<file path="src/rtl/vn_pkg.sv">
`timescale 1ns / 1ps
// ----------------------------------------------------------------------------
// vn_pkg: shared types and constants for the 3d vector normalizer
// widths of the datapath, the core status group and the result bundle
// ----------------------------------------------------------------------------
package vn_pkg;

  localparam int VN_W    = 32;          // component, length and unit width
  localparam int SUM_W   = 2 * VN_W;    // sum of squares
  localparam int REM_W   = VN_W + 3;    // width of the shared compare-subtract
  localparam int ITER_W  = 5;           // iteration counter
  localparam int QUO_W   = VN_W - 1;    // quotient bits, result never exceeds 2^30

  typedef struct packed {
    logic idle;
    logic done;
  } vn_stat_t;

  typedef struct packed {
    logic [VN_W-1:0] unit_x;
    logic [VN_W-1:0] unit_y;
    logic [VN_W-1:0] unit_z;
    logic [VN_W-1:0] length;
    logic            zero_vector;
  } vn_result_t;

endpackage

</file>
<file path="src/rtl/vn_cmpsub.sv">
`timescale 1ns / 1ps
// ----------------------------------------------------------------------------
// vn_cmpsub: shared compare-subtract unit
// gives a - b and whether a >= b; serves both the root and the divide steps
// ----------------------------------------------------------------------------
module vn_cmpsub (
  input  logic [vn_pkg::REM_W-1:0] a,
  input  logic [vn_pkg::REM_W-1:0] b,
  output logic [vn_pkg::REM_W-1:0] diff,
  output logic                     ge
);
  import vn_pkg::*;

  logic [REM_W:0] wide;

  assign wide = {1'b0, a} - {1'b0, b};
  assign diff = wide[REM_W-1:0];
  assign ge   = ~wide[REM_W];

endmodule

</file>
<file path="src/rtl/vn_core.sv">
`timescale 1ns / 1ps
// ----------------------------------------------------------------------------
// vn_core: sequencer and datapath of the normalizer
// squares through one multiplier, then a bit-by-bit integer square root and three
// restoring divisions, all stepping through the shared compare-subtract unit
// ----------------------------------------------------------------------------
module vn_core (
  input  logic                    clk,
  input  logic                    rst,
  input  logic                    start,
  input  logic [vn_pkg::VN_W-1:0] start_x,
  input  logic [vn_pkg::VN_W-1:0] start_y,
  input  logic [vn_pkg::VN_W-1:0] start_z,
  input  logic                    take,
  output vn_pkg::vn_stat_t        stat,
  output vn_pkg::vn_result_t      result
);
  import vn_pkg::*;

  typedef enum logic [2:0] {
    S_IDLE,
    S_SQ,
    S_ROOT,
    S_DSET,
    S_DIV,
    S_DONE
  } state_t;

  state_t            state;
  logic [VN_W-1:0]   mag_x, mag_y, mag_z;
  logic              neg_x, neg_y, neg_z;
  logic [1:0]        cnt;
  logic [1:0]        comp;
  logic [SUM_W-1:0]  acc;
  logic [SUM_W-1:0]  prod;
  logic [VN_W:0]     rem;
  logic [VN_W-1:0]   root;
  logic [ITER_W-1:0] iter;
  logic [QUO_W-1:0]  dsh;
  logic [QUO_W-1:0]  quo;
  logic [VN_W-1:0]   unit_x, unit_y, unit_z;
  logic              zero;

  logic [VN_W-1:0]   sq_sel;
  logic [VN_W-1:0]   dmag;
  logic              dneg;
  logic [REM_W-1:0]  root_rem_sh, root_trial;
  logic [REM_W-1:0]  div_rem_sh, div_trial;
  logic [REM_W-1:0]  cs_a, cs_b, cs_diff;
  logic              cs_ge;
  logic [QUO_W-1:0]  quo_next;
  logic [VN_W-1:0]   quo_ext, quo_signed;

  function automatic logic [VN_W-1:0] magnitude(input logic [VN_W-1:0] v);
    return v[VN_W-1] ? (~v + 1'b1) : v;
  endfunction

  always_comb begin
    case (cnt)
      2'd0:    sq_sel = mag_x;
      2'd1:    sq_sel = mag_y;
      default: sq_sel = mag_z;
    endcase
    case (comp)
      2'd0: begin
        dmag = mag_x;
        dneg = neg_x;
      end
      2'd1: begin
        dmag = mag_y;
        dneg = neg_y;
      end
      default: begin
        dmag = mag_z;
        dneg = neg_z;
      end
    endcase
  end

  // root step brings down two radicand bits, trial is 4*root + 1
  assign root_rem_sh = {rem[VN_W:0], acc[SUM_W-1 -: 2]};
  assign root_trial  = {1'b0, root, 2'b01};
  // divide step brings down one dividend bit against the length
  assign div_rem_sh  = {2'b00, rem[VN_W-1:0], dsh[QUO_W-1]};
  assign div_trial   = {3'b000, root};

  assign cs_a = (state == S_ROOT) ? root_rem_sh : div_rem_sh;
  assign cs_b = (state == S_ROOT) ? root_trial  : div_trial;

  vn_cmpsub u_cmpsub (
    .a    (cs_a),
    .b    (cs_b),
    .diff (cs_diff),
    .ge   (cs_ge)
  );

  assign quo_next   = {quo[QUO_W-2:0], cs_ge};
  assign quo_ext    = {1'b0, quo_next};
  assign quo_signed = dneg ? (~quo_ext + 1'b1) : quo_ext;

  always_ff @(posedge clk) begin
    if (rst) begin
      state <= S_IDLE;
    end else begin
      unique case (state)
        S_IDLE: begin
          if (start) begin
            mag_x <= magnitude(start_x);
            mag_y <= magnitude(start_y);
            mag_z <= magnitude(start_z);
            neg_x <= start_x[VN_W-1];
            neg_y <= start_y[VN_W-1];
            neg_z <= start_z[VN_W-1];
            acc   <= '0;
            cnt   <= '0;
            state <= S_SQ;
          end
        end
        S_SQ: begin
          // product is registered, accumulation follows it in the next cycle
          prod <= {{VN_W{1'b0}}, sq_sel} * {{VN_W{1'b0}}, sq_sel};
          if (cnt != 2'd0) begin
            acc <= acc + prod;
          end
          cnt <= cnt + 2'd1;
          if (cnt == 2'd3) begin
            rem   <= '0;
            root  <= '0;
            iter  <= '1;
            state <= S_ROOT;
          end
        end
        S_ROOT: begin
          if (cs_ge) begin
            rem  <= cs_diff[VN_W:0];
            root <= {root[VN_W-2:0], 1'b1};
          end else begin
            rem  <= root_rem_sh[VN_W:0];
            root <= {root[VN_W-2:0], 1'b0};
          end
          acc  <= acc << 2;
          iter <= iter - 1'b1;
          if (iter == '0) begin
            comp  <= '0;
            state <= S_DSET;
          end
        end
        S_DSET: begin
          if (root == '0) begin
            unit_x <= '0;
            unit_y <= '0;
            unit_z <= '0;
            zero   <= 1'b1;
            state  <= S_DONE;
          end else begin
            // quotient stays below 2^31, so the top dividend bits start in rem
            zero  <= 1'b0;
            rem   <= {2'b00, dmag[VN_W-1:1]};
            dsh   <= {dmag[0], {(QUO_W-1){1'b0}}};
            quo   <= '0;
            iter  <= ITER_W'(QUO_W - 1);
            state <= S_DIV;
          end
        end
        S_DIV: begin
          if (cs_ge) begin
            rem <= cs_diff[VN_W:0];
          end else begin
            rem <= div_rem_sh[VN_W:0];
          end
          quo  <= quo_next;
          dsh  <= dsh << 1;
          iter <= iter - 1'b1;
          if (iter == '0) begin
            case (comp)
              2'd0:    unit_x <= quo_signed;
              2'd1:    unit_y <= quo_signed;
              default: unit_z <= quo_signed;
            endcase
            if (comp == 2'd2) begin
              state <= S_DONE;
            end else begin
              comp  <= comp + 2'd1;
              state <= S_DSET;
            end
          end
        end
        S_DONE: begin
          if (take) begin
            state <= S_IDLE;
          end
        end
        default: state <= S_IDLE;
      endcase
    end
  end

  assign stat.idle = (state == S_IDLE);
  assign stat.done = (state == S_DONE);

  assign result.unit_x      = unit_x;
  assign result.unit_y      = unit_y;
  assign result.unit_z      = unit_z;
  assign result.length      = zero ? '0 : root;
  assign result.zero_vector = zero;

endmodule

</file>
<file path="src/rtl/vector3_normalize.sv">
`timescale 1ns / 1ps
// sequence: squares, square root, then three divisions; a zero vector skips the divisions
// a new item is taken only in the idle state, once the result has moved to the output
//   register; the root and divide steps all run through the single compare-subtract unit
// a finished result waits in the output register while the next item is taken
// reset: synchronous, active high; clears the sequencer and out_valid
// ----------------------------------------------------------------------------
// vector3_normalize: fixed point 3d vector normalizer
// gives the truncated euclidean length (q16.16) and the unit vector (q2.30)
// ----------------------------------------------------------------------------
module vector3_normalize (
  input  logic                           clk,
  input  logic                           rst,
  input  logic                           in_valid,
  output logic                           in_ready,
  input  logic signed [vn_pkg::VN_W-1:0] in_x,
  input  logic signed [vn_pkg::VN_W-1:0] in_y,
  input  logic signed [vn_pkg::VN_W-1:0] in_z,
  output logic                           out_valid,
  input  logic                           out_ready,
  output logic signed [vn_pkg::VN_W-1:0] unit_x,
  output logic signed [vn_pkg::VN_W-1:0] unit_y,
  output logic signed [vn_pkg::VN_W-1:0] unit_z,
  output logic        [vn_pkg::VN_W-1:0] length,
  output logic                           zero_vector
);
  import vn_pkg::*;

  vn_stat_t   stat;
  vn_result_t result;
  logic       start;
  logic       take;

  assign in_ready = stat.idle;
  assign start    = in_valid && in_ready;
  // move the result out once the output register is free or draining
  assign take     = stat.done && (!out_valid || out_ready);

  vn_core u_core (
    .clk     (clk),
    .rst     (rst),
    .start   (start),
    .start_x (in_x),
    .start_y (in_y),
    .start_z (in_z),
    .take    (take),
    .stat    (stat),
    .result  (result)
  );

  always_ff @(posedge clk) begin
    if (rst) begin
      out_valid <= 1'b0;
    end else begin
      if (take) begin
        out_valid <= 1'b1;
      end else if (out_ready) begin
        out_valid <= 1'b0;
      end
    end
  end

  always_ff @(posedge clk) begin
    if (take) begin
      unit_x      <= result.unit_x;
      unit_y      <= result.unit_y;
      unit_z      <= result.unit_z;
      length      <= result.length;
      zero_vector <= result.zero_vector;
    end
  end

`ifndef SYNTHESIS
  a_busy_after_accept: assert property (@(posedge clk) disable iff (rst)
    in_valid && in_ready |=> !in_ready)
    else $error("input taken while a transaction is in progress");

  a_zero_result: assert property (@(posedge clk) disable iff (rst)
    out_valid && zero_vector |-> unit_x == 0 && unit_y == 0 && unit_z == 0 && length == 0)
    else $error("zero vector result carries nonzero fields");

  a_nonzero_length: assert property (@(posedge clk) disable iff (rst)
    out_valid && !zero_vector |-> length != 0)
    else $error("nonzero vector with zero length");

  a_unit_range: assert property (@(posedge clk) disable iff (rst)
    out_valid |-> unit_x <= 32'sd1073741824 && unit_x >= -32'sd1073741824 &&
                  unit_y <= 32'sd1073741824 && unit_y >= -32'sd1073741824 &&
                  unit_z <= 32'sd1073741824 && unit_z >= -32'sd1073741824)
    else $error("unit component outside of q2.30 unit range");
`endif

endmodule
</file>
<file path="config.mk">
export PLATFORM = sky130hd
export DESIGN_NAME = vector3_normalize
export DESIGN_NICKNAME = d
export VERILOG_FILES = /design/src/rtl/vn_pkg.sv /design/src/rtl/vn_cmpsub.sv /design/src/rtl/vn_core.sv /design/src/rtl/vector3_normalize.sv
export SDC_FILE = /design/constraint.sdc
export NUM_CORES = 2
export LEC_CHECK = 0
export BUFFER_PORTS_ARGS = -buffer_cell sky130_fd_sc_hd__buf_2
export CAP_MARGIN = 20
export CORE_MARGIN = 1.5
export CORE_UTILIZATION = 35
export DETAILED_ROUTE_END_ITERATION = 8
export HOLD_SLACK_MARGIN = 0.1
export PLACE_DENSITY = 0.59
export SYNTH_ARGS = -nofsm -noshare
export SYNTH_HDL_FRONTEND = slang
export SYNTH_SLANG_ARGS = --single-unit
</file>
<file path="constraint.sdc">
create_clock -name clk -period 14.7 [get_ports clk]
set_input_delay 0 -clock clk [delete_from_list [all_inputs] [get_ports clk]]
set_output_delay 0 -clock clk [all_outputs]
set_load 0.01 [all_outputs]
</file>
==> After elaboration in Yosys (flattened, before gate mapping) <==
Cells that the tools add are included.
{ "word_totals": {"register_bits": 592, "input_bits": 100, "output_inout_bits": 131, "wordCells": 154} }
{ "op_classes": {"add_sub_neg": 9, "multipliers": 1, "eq_ne": 21, "n_mux": 54, "n_bitwise": 6, "n_reduce_logical": 34} }
{ "op_table": {"columns": ["cell", "n"], "rows": [
  ["$pmux W32 S2", 6],
  ["$mux W32", 9],
  ["$pmux W64 S3", 1],
  ["$mux W33", 4],
  ["$pmux W33 S4", 1],
  ["$add A32 B1 Y32 const B", 4],
  ["$mux W64", 2],
  ["$mux W31", 4],
  ["$not A32 Y32", 3],
  ["$add A64 B64 Y64", 1],
  ["$mul A32 B32 Y64", 1],
  ["$pmux W31 S2", 1],
  ["$pmux W30 S2", 1],
  ["$sub A35 B35 Y36", 1],
  ["$mux W35", 1],
  ["$mux W34", 1],
  ["$logic_not A32 Y1", 1],
  ["$not A31 Y32", 1],
  ["$mux W30", 1],
  ["$reduce_and A5 Y1", 5],
  ["$mux W3", 6],
  ["$pmux W3 S6", 1],
  ["$pmux W5 S3", 1],
  ["$ne A2 B1 Y1 const B", 6],
  ["27 further kinds", 62]
]} }

==> Longest topological paths before layout <==
{ "depth": {"depth_word": 10, "ltp_mapped": 38, "ltp_nobuf": 33} }

==> Cells and area by module <==
Synthesis repeated with hierarchy kept, for this count alone.
{ "hier_totals": {"hier_cells": 5857, "area_unflattened_um2": 58342.2} }
{ "modules_own_cells": {"columns": ["mod", "instances", "cells_per_inst", "area_each_um2", "seq_area_each_um2"], "rows": [
  ["vn_core", 1, 5392, 52213.8, 12912.4],
  ["vector3_normalize", 1, 135, 3935.0, 3893.7],
  ["vn_cmpsub", 1, 330, 2193.4, 0.0]
]} }

==> Worst setup path after synthesis <==
OpenSTA, ideal clock, no wires.
{ "synth_path": {"kind": "reg-to-reg", "startpoint": "register u_core.cnt[0]", "endpoint": "register u_core.prod[60], data pin", "setup_ps": 259, "t_arrival_ps": 8724, "required_ps": 14441, "setup_slack_ps": 5717, "stages_incl_launch_ff": 36, "path_buffers": 5, "period_less_slack_ps": 8983, "path_cell_list": "edfxtp_1 -> inv_1 -> ha_1 -> clkbuf_1 -> nor2_1 -> clkbuf_1 -> buf_1 -> a21oi_1 -> inv_1 -> clkbuf_1 -> clkbuf_1 -> nand2_1 -> fa_1 -> inv_1 -> fa_1 -> fa_1 -> inv_1 -> fa_1 -> inv_1 -> fa_1 -> inv_1 -> fa_1 -> inv_1 -> fa_1 -> fa_1 -> ha_1 -> and3_1 -> and3_1 -> o311ai_0 -> o21ai_1 -> o31a_1 -> a41o_1 -> o21ai_0 -> or3b_1 -> a41oi_1 -> xnor2_1"} }
{ "synth_via": {"elab_chain_cells": 3, "elab_cells_between_ends": 4, "classes_between": "mul: 1; eq/ne: 1; mux: 1; reduce/logical: 1"} }
{ "synth_lines": {"columns": ["item", "line", "source"], "rows": [
  ["start, declared", "vn_core.sv:32", "logic [1:0] cnt;"],
  ["start signal, assigned", "vn_core.sv:125", "cnt <= cnt + 2'd1;"],
  ["$eq A2 B1 Y1 or $logic_not A2 Y1 (tied branches)", "vn_core.sv:59", "case (cnt)"],
  ["$pmux W32 S2 *", "vn_core.sv:59", null],
  ["$mul A32 B32 Y64 *", "vn_core.sv:121", "prod <= {{VN_W{1'b0}}, sq_sel} * {{VN_W{1'b0}}, sq_sel};"],
  ["end signal, assigned", "vn_core.sv:121", null],
  ["end, declared", "vn_core.sv:35", "logic [SUM_W-1:0] prod;"]
]} }
Every way passes the cells marked *; elsewhere a longest branch is shown, timed or not.
A chain may end at the register's enable or synchronous reset.

==> Worst setup path in the final report <==
{ "layout_path": {"startpoint": "register u_core.cnt[0]", "endpoint": "register u_core.prod[58], data pin"} }
The elaborated chain is that of the path after synthesis.

==> out/summary.log <==
qor: status.status finished, final reports clean
qor: floorplanning.core_area 165000 um^2
qor: route.detail_route.first_pass.iterations 5
qor: grt.vias_in_the_first_global_route 45700
qor: clock_tree.worstSkewPairLatency 0.68 ns
qor: timing.final.period_utilization 72.4%
qor: timing.max_slew.worst_pin.slew 1.08 ns
qor: floorplanning.pin_count 231
qor: timing.timing.max_slew.rel_slack 26.9%
qor: clock_tree.tritoncts_sink_count 561
qor: placed_design.rd_place_congestion 0.931
qor: floorplanning.placement_rows 149
qor: route.routed_wl 164000 um
qor: grt.track_usage 19.8%
qor: timing.timing.final.hold_violations 0
qor: layout.insertedDiodeCount 0
qor: critical_path.cpPeakStageDelay 0.83 ns
qor: placed_design.numPlacedInstances 8045
qor: placed_design.port-buffer-count 230
qor: placed_design.place_hpwl 126000 um
qor: clock_tree.clkTransAtPathRegs 0.06 ns
qor: synth.synth.top_cells.by_count sky130_fd_sc_hd__inv_1, sky130_fd_sc_hd__fa_1, sky130_fd_sc_hd__nand2_1
qor: min_path.worst_hold_path.endpoint u_core.mag_z[0]$_DFFE_PP_
qor: layout.largest_register_ffs 64
qor: critical_path.critPathMaxFanout 33
qor: critical_path.critPathSlowestCell sky130_fd_sc_hd__clkinv_1
qor: layout.layout_top_registers u_core.acc (64), u_core.prod (63), u_core.rem (33)
qor: clock_tree.cts_tree built
qor: clock_tree.cts-buffers-inserted 67
qor: route.via_per_inst 5.15
qor: timing.grt_setup_unrepaired false
qor: synth.synthArstFlopShare 0%
qor: floorplanning.dieHeight 410 um
qor: timing.final-setup-viol-count 0
qor: synth.post-synth-top-count-cell sky130_fd_sc_hd__inv_1
qor: timing.setup_tns 0 ns
qor: route.detail-route-antenna-nets 0
qor: critical_path.critical_path_class reg2reg
qor: critical_path.regToRegEndpoint u_core.prod[58]$_DFFE_PP_
qor: synth.synth-seq-cells 561
qor: timing.finalClockSkew 0.0419 ns
qor: synth.yosys_warning_total 0
qor: critical_path.crit_required 15.11 ns
qor: grt.grt_max_degree 88
qor: min_path.holdCritPathClass in2reg
qor: clock_tree.ctsRootBufferMaster sky130_fd_sc_hd__clkbuf_16
qor: min_path.whs_path_depth 2
qor: layout.fillers 16000
qor: critical_path.r2r_cells 31
qor: synth.synth.cell_area 57900 um^2
qor: grt.grt_pass1_wl 259000 um
qor: floorplanning.initial_utilization 35.2%
qor: synth.synth.top_cell.area_share 28.9%
qor: synth.postSynth.topFlopCell sky130_fd_sc_hd__edfxtp_1
qor: clock_tree.htree_depth 3
qor: timing.timing.final.max_slew_violations 0
qor: floorplanning.die_x 410 um
qor: critical_path.reg2reg_from u_core.cnt[0]$_SDFFCE_PN0P_
qor: synth.synth.area.top_cells sky130_fd_sc_hd__edfxtp_1, sky130_fd_sc_hd__fa_1, sky130_fd_sc_hd__ha_1
qor: synth.synth_area_per_cell 10.0 um^2
qor: critical_path.critPathArrivalTime 11.06 ns
qor: critical_path.worst_setup_path_start_kind flip-flop
qor: route.post-route-drc-count 0
qor: synth.synth.distinct_cells 79
qor: timing.finalCriticalPeriod 10.65 ns
qor: grt.grt_overflow_total 0
qor: route.detailedRoute.firstIterationViolations 3238
qor: route.avgRoutedWirePerCell 19.7 um
qor: critical_path.timing.reg2reg.setup_slack 4.05 ns
qor: layout.final_net_count 7399
qor: synth.synth_sequential_area_ratio 29.0%
qor: min_path.hold_path_startpoint in_z[0]
qor: critical_path.setup.worst_path.end_class flip-flop
qor: layout.fin_cells 8352
qor: layout.drive_above_1_share 7.74%
qor: grt.antenna_found_initial 3
qor: synth.synth.largest_area_cell sky130_fd_sc_hd__edfxtp_1
qor: layout.largest-register u_core.acc
qor: synth.mappedNetlistNets 7078
qor: layout.syn_to_final_growth 13.7%
qor: synth.synth-edff-count 557
qor: clock_tree.ctsLongestPathBuffers 3
qor: clock_tree.setup_fix_buffers_added_after_clock_tree_synthesis 0
qor: timing.fmax 93.9 MHz
qor: floorplanning.die_area 168000 um^2
qor: route.routed-via-count 43000
qor: synth.netlist_instances 5788
qor: run.max-cap-violations 0
-- per-stage QoR --
stage	area [um^2]	setup slack [ns]	hold slack [ns]	util, %
after global placement	61700	4.39	0.238	37.5
after CTS	65800	4.28	0.193	40.0
after detailed placement	61700	4.34	0.225	37.5
final	65800	4.05	0.212	40.0
after floorplan	57900	5.72	0.0691	-
after global routing	65800	3.55	0.222	40.0
-- final cells by class --
cell class	instances	area (um^2)	area share, %
timing repair buffer	493	3600	5.47
clock buffer	79	1720	2.62
inverter	1073	4030	6.12
sequential	561	16800	25.5
clock inverter	44	592	0.899
tap	2189	2740	4.16
multi-input combinational	3913	36300	55.2
-- cells by family after synthesis --
kind of cell	Yosys count	synth area share [%]
simple gates	1442	11.2
buf+inv	1314	8.52
fa+ha+maj	1190	36.0
compound gates	982	10.8
flops	561	29.0
xor+xnor	293	4.43
mux	6	0.108
-- layer usage --
metal	vias to the layer above	track usage (%)	wire length [um]
met5	-	0	0
met4	0	8.12	7120
met3	372	3.29	11300
met2	1520	32.9	77600
met1	21500	25.5	68100
li1	19600	-	-
-- critical path: cells and delay by family (launching register included) --
kind                     cells  cell delay [ns]
adder cells (fa/ha/maj)     10             3.93
AO/OA/AOI/OAI                8             2.69
buffers and inverters        7             1.59
AND/OR/NAND/NOR              4             1.37
flip-flops                   1             0.44
XOR/XNOR                     2             0.35
-- timing repair --
| item | in CTS | in global routing |
|---|---|---|
| gates resized for setup | 0 | 0 |
| hold buffers | 183 | 0 |
| hold endpoints to repair | 121 | 0 |
-- cells in the final DEF, fill, tap and decap left out, types with 12 or more instances in the layout --
cell type                       synthesis  routed
sky130_fd_sc_hd__xor2_1                97      97
sky130_fd_sc_hd__a21oi_1              300     286
sky130_fd_sc_hd__or4_1                 12      12
sky130_fd_sc_hd__and3_1                87      87
sky130_fd_sc_hd__xnor2_1              196     196
sky130_fd_sc_hd__o21ai_0              222     222
sky130_fd_sc_hd__clkbuf_1             214      12
sky130_fd_sc_hd__dlygate4sd3_1          0     183
sky130_fd_sc_hd__nand2b_1              29      28
sky130_fd_sc_hd__o21bai_1              36      36
sky130_fd_sc_hd__o41ai_1               17      17
sky130_fd_sc_hd__and2_1                22      21
sky130_fd_sc_hd__inv_1               1066    1066
sky130_fd_sc_hd__a31oi_1               30      30
sky130_fd_sc_hd__o31ai_1               39      38
sky130_fd_sc_hd__nor2_1               407     401
sky130_fd_sc_hd__nor3_1                36      35
sky130_fd_sc_hd__buf_2                  3     230
sky130_fd_sc_hd__or3_1                 45      45
sky130_fd_sc_hd__clkbuf_16              0      67
sky130_fd_sc_hd__nand3_1               45      45
sky130_fd_sc_hd__a21o_1               115     115
sky130_fd_sc_hd__buf_4                  0      78
sky130_fd_sc_hd__fa_1                 793     793
sky130_fd_sc_hd__ha_1                 397     397
sky130_fd_sc_hd__nor2b_1               51      51
sky130_fd_sc_hd__nand2_1              610     608
sky130_fd_sc_hd__o21a_1                15      15
sky130_fd_sc_hd__a211oi_1              15      15
sky130_fd_sc_hd__edfxtp_1             557     557
sky130_fd_sc_hd__o211ai_1              12      12
sky130_fd_sc_hd__nand4_1               39      39
sky130_fd_sc_hd__nor4_1                19      19
sky130_fd_sc_hd__a22oi_1               31      31
sky130_fd_sc_hd__clkinv_1               6      14
sky130_fd_sc_hd__a22o_1                55      55
-- how the worst max path moves through the flow --
stage                                      from                         to  slack [ns]  depth (start not counted)
finish              u_core.cnt[0]$_SDFFCE_PN0P_  u_core.prod[58]$_DFFE_PP_        4.05                         31
global route        u_core.cnt[0]$_SDFFCE_PN0P_  u_core.prod[61]$_DFFE_PP_        3.55                         32
CTS                 u_core.cnt[0]$_SDFFCE_PN0P_  u_core.prod[58]$_DFFE_PP_        4.28                         31
detailed placement  u_core.cnt[0]$_SDFFCE_PN0P_  u_core.prod[58]$_DFFE_PP_        4.34                         31
global placement    u_core.cnt[0]$_SDFFCE_PN0P_  u_core.prod[58]$_DFFE_PP_        4.39                         32
floorplan           u_core.cnt[0]$_SDFFCE_PN0P_  u_core.prod[60]$_DFFE_PP_        5.72                         35
Power is left out: the tool's default activity adds up to more than one toggle a clock period on the data nets, which glitch-free logic cannot reach.
